===== config.mk =====
export PLATFORM = sky130hd
export DESIGN_NAME = spa_stride
export DESIGN_NICKNAME = d
export VERILOG_FILES = /design/src/hw/rtl/spa_pkg.sv /design/src/hw/rtl/spa_stride.sv
export SDC_FILE = /design/constraint.sdc
export NUM_CORES = 1
export LEC_CHECK = 0
export BUFFER_PORTS_ARGS = -buffer_cell sky130_fd_sc_hd__clkbuf_2
export CAP_MARGIN = 10
export CORE_UTILIZATION = 53
export DETAILED_ROUTE_END_ITERATION = 7
export PLACE_DENSITY = 0.86
export SLEW_MARGIN = 20
export SYNTH_ARGS = -nofsm -noshare
export SYNTH_HDL_FRONTEND = slang
export SYNTH_SLANG_ARGS = --single-unit

===== constraint.sdc =====
create_clock -name i_clk -period 3.15 [get_ports i_clk]
set_input_delay 0.315 -clock i_clk [delete_from_list [all_inputs] [get_ports i_clk]]
set_output_delay 0.315 -clock i_clk [all_outputs]
set_load 0.1 [all_outputs]

===== src/hw/rtl/spa_pkg.sv =====
// Shared constants, codes, types and helpers of the slot pool allocator.
`default_nettype none
package spa_pkg;

    localparam int SLOTS_DEF       = 256;
    localparam int ALIGN_BYTES_DEF = 16;
    localparam int GEN_BITS_DEF    = 16;

    localparam int OP_W     = 3;
    localparam int IDX_W    = 8;
    localparam int MGEN_W   = 16;
    localparam int LIMIT_W  = 16;
    localparam int STATUS_W = 2;
    localparam int OFF_W    = 20;
    localparam int CNT_W    = 9;
    localparam int OBJ_W    = 13;
    localparam int STRIDE_W = 14;

    localparam logic [OBJ_W-1:0] OBJ_RESET = OBJ_W'(16);

    localparam logic [OP_W-1:0] OP_ALLOC = 3'd0;
    localparam logic [OP_W-1:0] OP_FREE  = 3'd1;
    localparam logic [OP_W-1:0] OP_MARK  = 3'd2;
    localparam logic [OP_W-1:0] OP_QUERY = 3'd3;
    localparam logic [OP_W-1:0] OP_CLEAR = 3'd4;
    localparam logic [OP_W-1:0] OP_SWEEP = 3'd5;
    localparam logic [OP_W-1:0] OP_RESET = 3'd6;

    localparam logic [STATUS_W-1:0] ST_OK        = 2'd0;
    localparam logic [STATUS_W-1:0] ST_EXHAUSTED = 2'd1;
    localparam logic [STATUS_W-1:0] ST_BAD_FREE  = 2'd2;

    typedef struct packed {
        logic                settling;
        logic [STRIDE_W-1:0] stride;
    } t_stride_stat;

    // bits needed to hold the value n
    function automatic int bits_for(input int n);
        int b;
        b = 1;
        while ((n >> b) != 0) begin
            b = b + 1;
        end
        return b;
    endfunction

endpackage
`default_nettype wire


===== src/hw/rtl/spa_stride.sv =====
// Object size register and aligned slot stride computation.
`default_nettype none
module spa_stride #(
    parameter int ALIGN_BYTES = spa_pkg::ALIGN_BYTES_DEF
) (
    input  wire logic                     i_clk,
    input  wire logic                     i_rst_n,
    input  wire logic                     i_cfg_valid,
    input  wire logic [spa_pkg::OBJ_W-1:0] i_cfg_data,
    output spa_pkg::t_stride_stat         o_stat
);

    // stride = floor((size + A - 1) / A) * A, quotient by exact reciprocal
    localparam int NW = spa_pkg::STRIDE_W;
    localparam int AB = spa_pkg::bits_for(ALIGN_BYTES);
    localparam int K  = NW + AB;
    localparam int MW = K + 1;
    localparam logic [63:0] M64 =
        ((64'd1 << K) + 64'(ALIGN_BYTES) - 64'd1) / 64'(ALIGN_BYTES);
    localparam logic [MW-1:0] M_LP = MW'(M64);

    logic [spa_pkg::OBJ_W-1:0] r_object_size;
    logic                      r_settle;
    logic [NW+MW-1:0]          r_prod;
    logic [NW-1:0]             r_stride;
    logic [NW-1:0]             sum;
    logic [NW+MW-K-1:0]        quot;

    assign sum  = NW'(r_object_size) + NW'(ALIGN_BYTES - 1);
    assign quot = r_prod[NW+MW-1:K];

    always_ff @(posedge i_clk) begin
        if (!i_rst_n) begin
            r_object_size <= spa_pkg::OBJ_RESET;
            r_settle      <= 1'b1;
        end else begin
            r_settle <= i_cfg_valid;
            if (i_cfg_valid) begin
                r_object_size <= i_cfg_data;
            end
        end
    end

    always_ff @(posedge i_clk) begin
        r_prod   <= {{MW{1'b0}}, sum} * {{NW{1'b0}}, M_LP};
        r_stride <= NW'(32'(quot) * ALIGN_BYTES);
    end

    assign o_stat.settling = r_settle;
    assign o_stat.stride   = r_stride;

endmodule
`default_nettype wire


==> summary.md <==
| Metric | Value |
|---|---|
| I/O Buffers | 26 |
| Width of the die | just under 50 microns |
| Relative slew slack | 0.6387 |
| Finish-stage setup viols | 0 |
| Clk_lat worst skew | between 0.3 and 0.4 ns |
| Fmax | roughly 710 MHz |
| Chip height | 48.30 microns |
| Crit Path Category | register to primary output |
| Warning count from the yosys run | 0 |
| N_diodes | 0 |
| CTS Root Cell | clkbuf_4 |
| I/O pin count | 31 |
| Dpl cells | ~140 |
| Clock-pin slew on the worst setup and hold paths | approximately 0.090 ns |
| Final TNS setup | 0 ns |
| Clock skew | 0.003561 ns |
| Post-CTS Setup Inserts | 0 |
| Number of fillers in the final layout | ~160 |
| Vias post-DR | 698 |
| Starting density of the core | 0.5732 |
| Clock tree buffer depth | 2 |
| Row count | 16 |
| Detailed Route WL | between 1.5 and 2 mm |
| Iter 0 DRT Violations | 5 |
| Element type at the critical path start | register |
| NumNets Final | 140 |
| Post-cts sizing count | 0 |
| Post-DP HPWL | around 1.2 mm |
| Synthesized flop and latch total | 34 |
| Cts bufs inserted | 5 |
| Grt ovf | 0 |
| Cell Chain, Critical Path | clkbuf_2 |
| CP Buf/Inv Count | 1 |
| Power per cell area | about 670 nW/um^2 |
| Post-synth cell types | 19 |
| First-pass DRT Iterations | 3 |
| Die area | approximately 2300 sq um |
| Gr usage total | 0.1912 |
| Worst vdd ir | between 0.4 and 0.5 mV |
| Htree depth | 2 |
| Status | finished clean |
| Routed WL per cell | roughly 11 microns |
| Final hold vios | 0 |
| Critical path peak fanout | 1 |
| Final Cycle Share | 0.4456 |
| Worst slew pin tran | ~0.54 ns |
| Layout cell share with drive strength beyond 1 | 0.2800 |
| Worst hold path class | primary input to register |
| First-pass GRT wire length | roughly 3.1 mm |
| Synthesis-to-layout area growth | 16.19% |
| Slowest cell on the critical path | clkbuf_2 |
| Maxcap violations | 0 |
| Static Leakage | just over 0.6 nW |
| Routability cong. | around 0.70 |
| Antenna-violating nets left | 0 |
| Vias in the first global route | ~700 |
| Avg Cell Area, Syn | ~12 sq um |
| Worst setup EP type | primary output |
| Hold Buf Count CTS | 0 |
| CP Data Arrival Time | approximately 1.1 ns |
| Family with the most delay on the worst path | buffers and inverters |
| Antenna violations before repair | 0 |
| CTS tree | yes |
| Pin count of the biggest net entering global routing | 15 |
| Sequential element share of the synthesized area | 0.5991 |
| WP data required | 2.83 ns |
| Max Transition Viols Final | 0 |
| Layout Cells excl Fill | between 150 and 200 |
| CTS sink cnt | 34 |
| Core Area | roughly 2000 sq um |
| Vias/cell | 4.592 |
| Period minus WS final | 1.404 ns |
| Unrepaired setup endpoints after global routing | false |
| Area of the mapped netlist | 1136 sq um |
| DRC viols | 0 |
| Largest stage delay on the critical path | 0.45 ns |
| Gate Count Post-Synth | 96 |
==> placed cells by master (no fill, tap or decap), drive strengths merged <==
cell	synthesis	routed
nor2	3	3
nor4	2	2
xnor2	4	4
xor2	5	5
nand2	3	3
and3	1	1
mux2i	13	13
o41ai	1	1
inv	3	3
clkinv	0	1
clkbuf	1	33
conb	1	4
dfxtp	34	34
nor3	3	3
nor2b	12	12
nand3	2	2
nand2b	1	1
==> metrics by stage <==
step / instance area, sq um / hold slack [ns] / util / setup slack, ns / total power [mW]
finish: 1320 / 0.2121 / 0.6660 / 1.746 / 0.8859
floorplan: 1147 / 0.3096 / - / 1.897 / 0.6364
detailed placement: 1260 / 0.3121 / 0.6357 / 1.794 / 0.6608
global route: 1320 / 0.2198 / 0.6660 / 1.684 / 0.9394
CTS: 1320 / 0.1914 / 0.6660 / 1.721 / 0.8979
global placement: 1260 / 0.3108 / 0.6357 / 1.842 / 0.6559
==> path summary, 6_finish.rpt <==
check | depth (start not counted) | startpoint | endpoint | slack [ns]
hold / removal | 3 | i_cfg_data[4] | r_object_size[4]$_SDFFE_PN1P_ | 0.21
hold reg to reg | 0 | r_prod[19]$_DFF_P_ | r_stride[4]$_DFF_P_ | 0.33
setup / recovery | 1 | r_stride[7]$_DFF_P_ | o_stat[7] | 1.75
setup reg to reg | 3 | r_object_size[0]$_SDFFE_PN0P_ | r_prod[25]$_DFF_P_ | 1.78
==> Yosys cell counts <==
master	count	share of area
xnor2_1	4	0.031
nor3_1	2	0.0088
dfxtp_1	34	0.60
nor2b_1	12	0.066
nor4_1	2	0.011
o41ai_4	1	0.024
conb_1	1	0.0033
nand2_1	3	0.0099
buf_2	2	0.0088
inv_1	3	0.0099
clkbuf_1	1	0.0033
nor2_1	3	0.0099
buf_4	5	0.033
xor2_1	5	0.039
nand3_1	2	0.0088
nor3_2	1	0.0088
mux2i_1	13	0.11
and3_1	1	0.0055
nand2b_1	1	0.0055
==> cell families after synthesis <==
kind of cell	synth area share
flip-flops	0.5991
buffers and inverters	0.05507
other	0.003301
XOR/XNOR	0.06938
multiplexers	0.1145
AO/OA/AOI/OAI	0.02423
AND/OR/NAND/NOR	0.1344
==> area by class of cell <==
type / count / area, sq um / area share
flip-flops and latches: 34 / 680.7 / 0.5156
multi-input cells: 54 / 404.1 / 0.3062
repair buffers: 26 / 130.1 / 0.09858
clock buffers: 7 / 55.05 / 0.04171
well taps: 27 / 33.78 / 0.02559
inverters: 3 / 11.26 / 0.008531
clock inverters: 1 / 5.005 / 0.003791
==> power by group <==
group	switching [mW]	internal (mW)	total [mW]
sequential	0.0171	0.462	0.480
clock	0.128	0.108	0.236
combinational	0.134	0.0363	0.170
==> sequential cells by signal (all words and copies together) (netlist names) <==
signal	flops
r_settle	1
r_object_size	13
r_prod	10
r_stride	10
==> layer usage <==
layer  vias to the layer above  GRT usage  wire length, microns
li1                        358          -                     -
met1                       311     0.1878                   657
met5                         -          0                     0
met3                         7    0.06918                    84
met2                        22     0.3216                   891
met4                         0     0.1569                    61
Note: power is estimated with default switching activity, not from simulation.
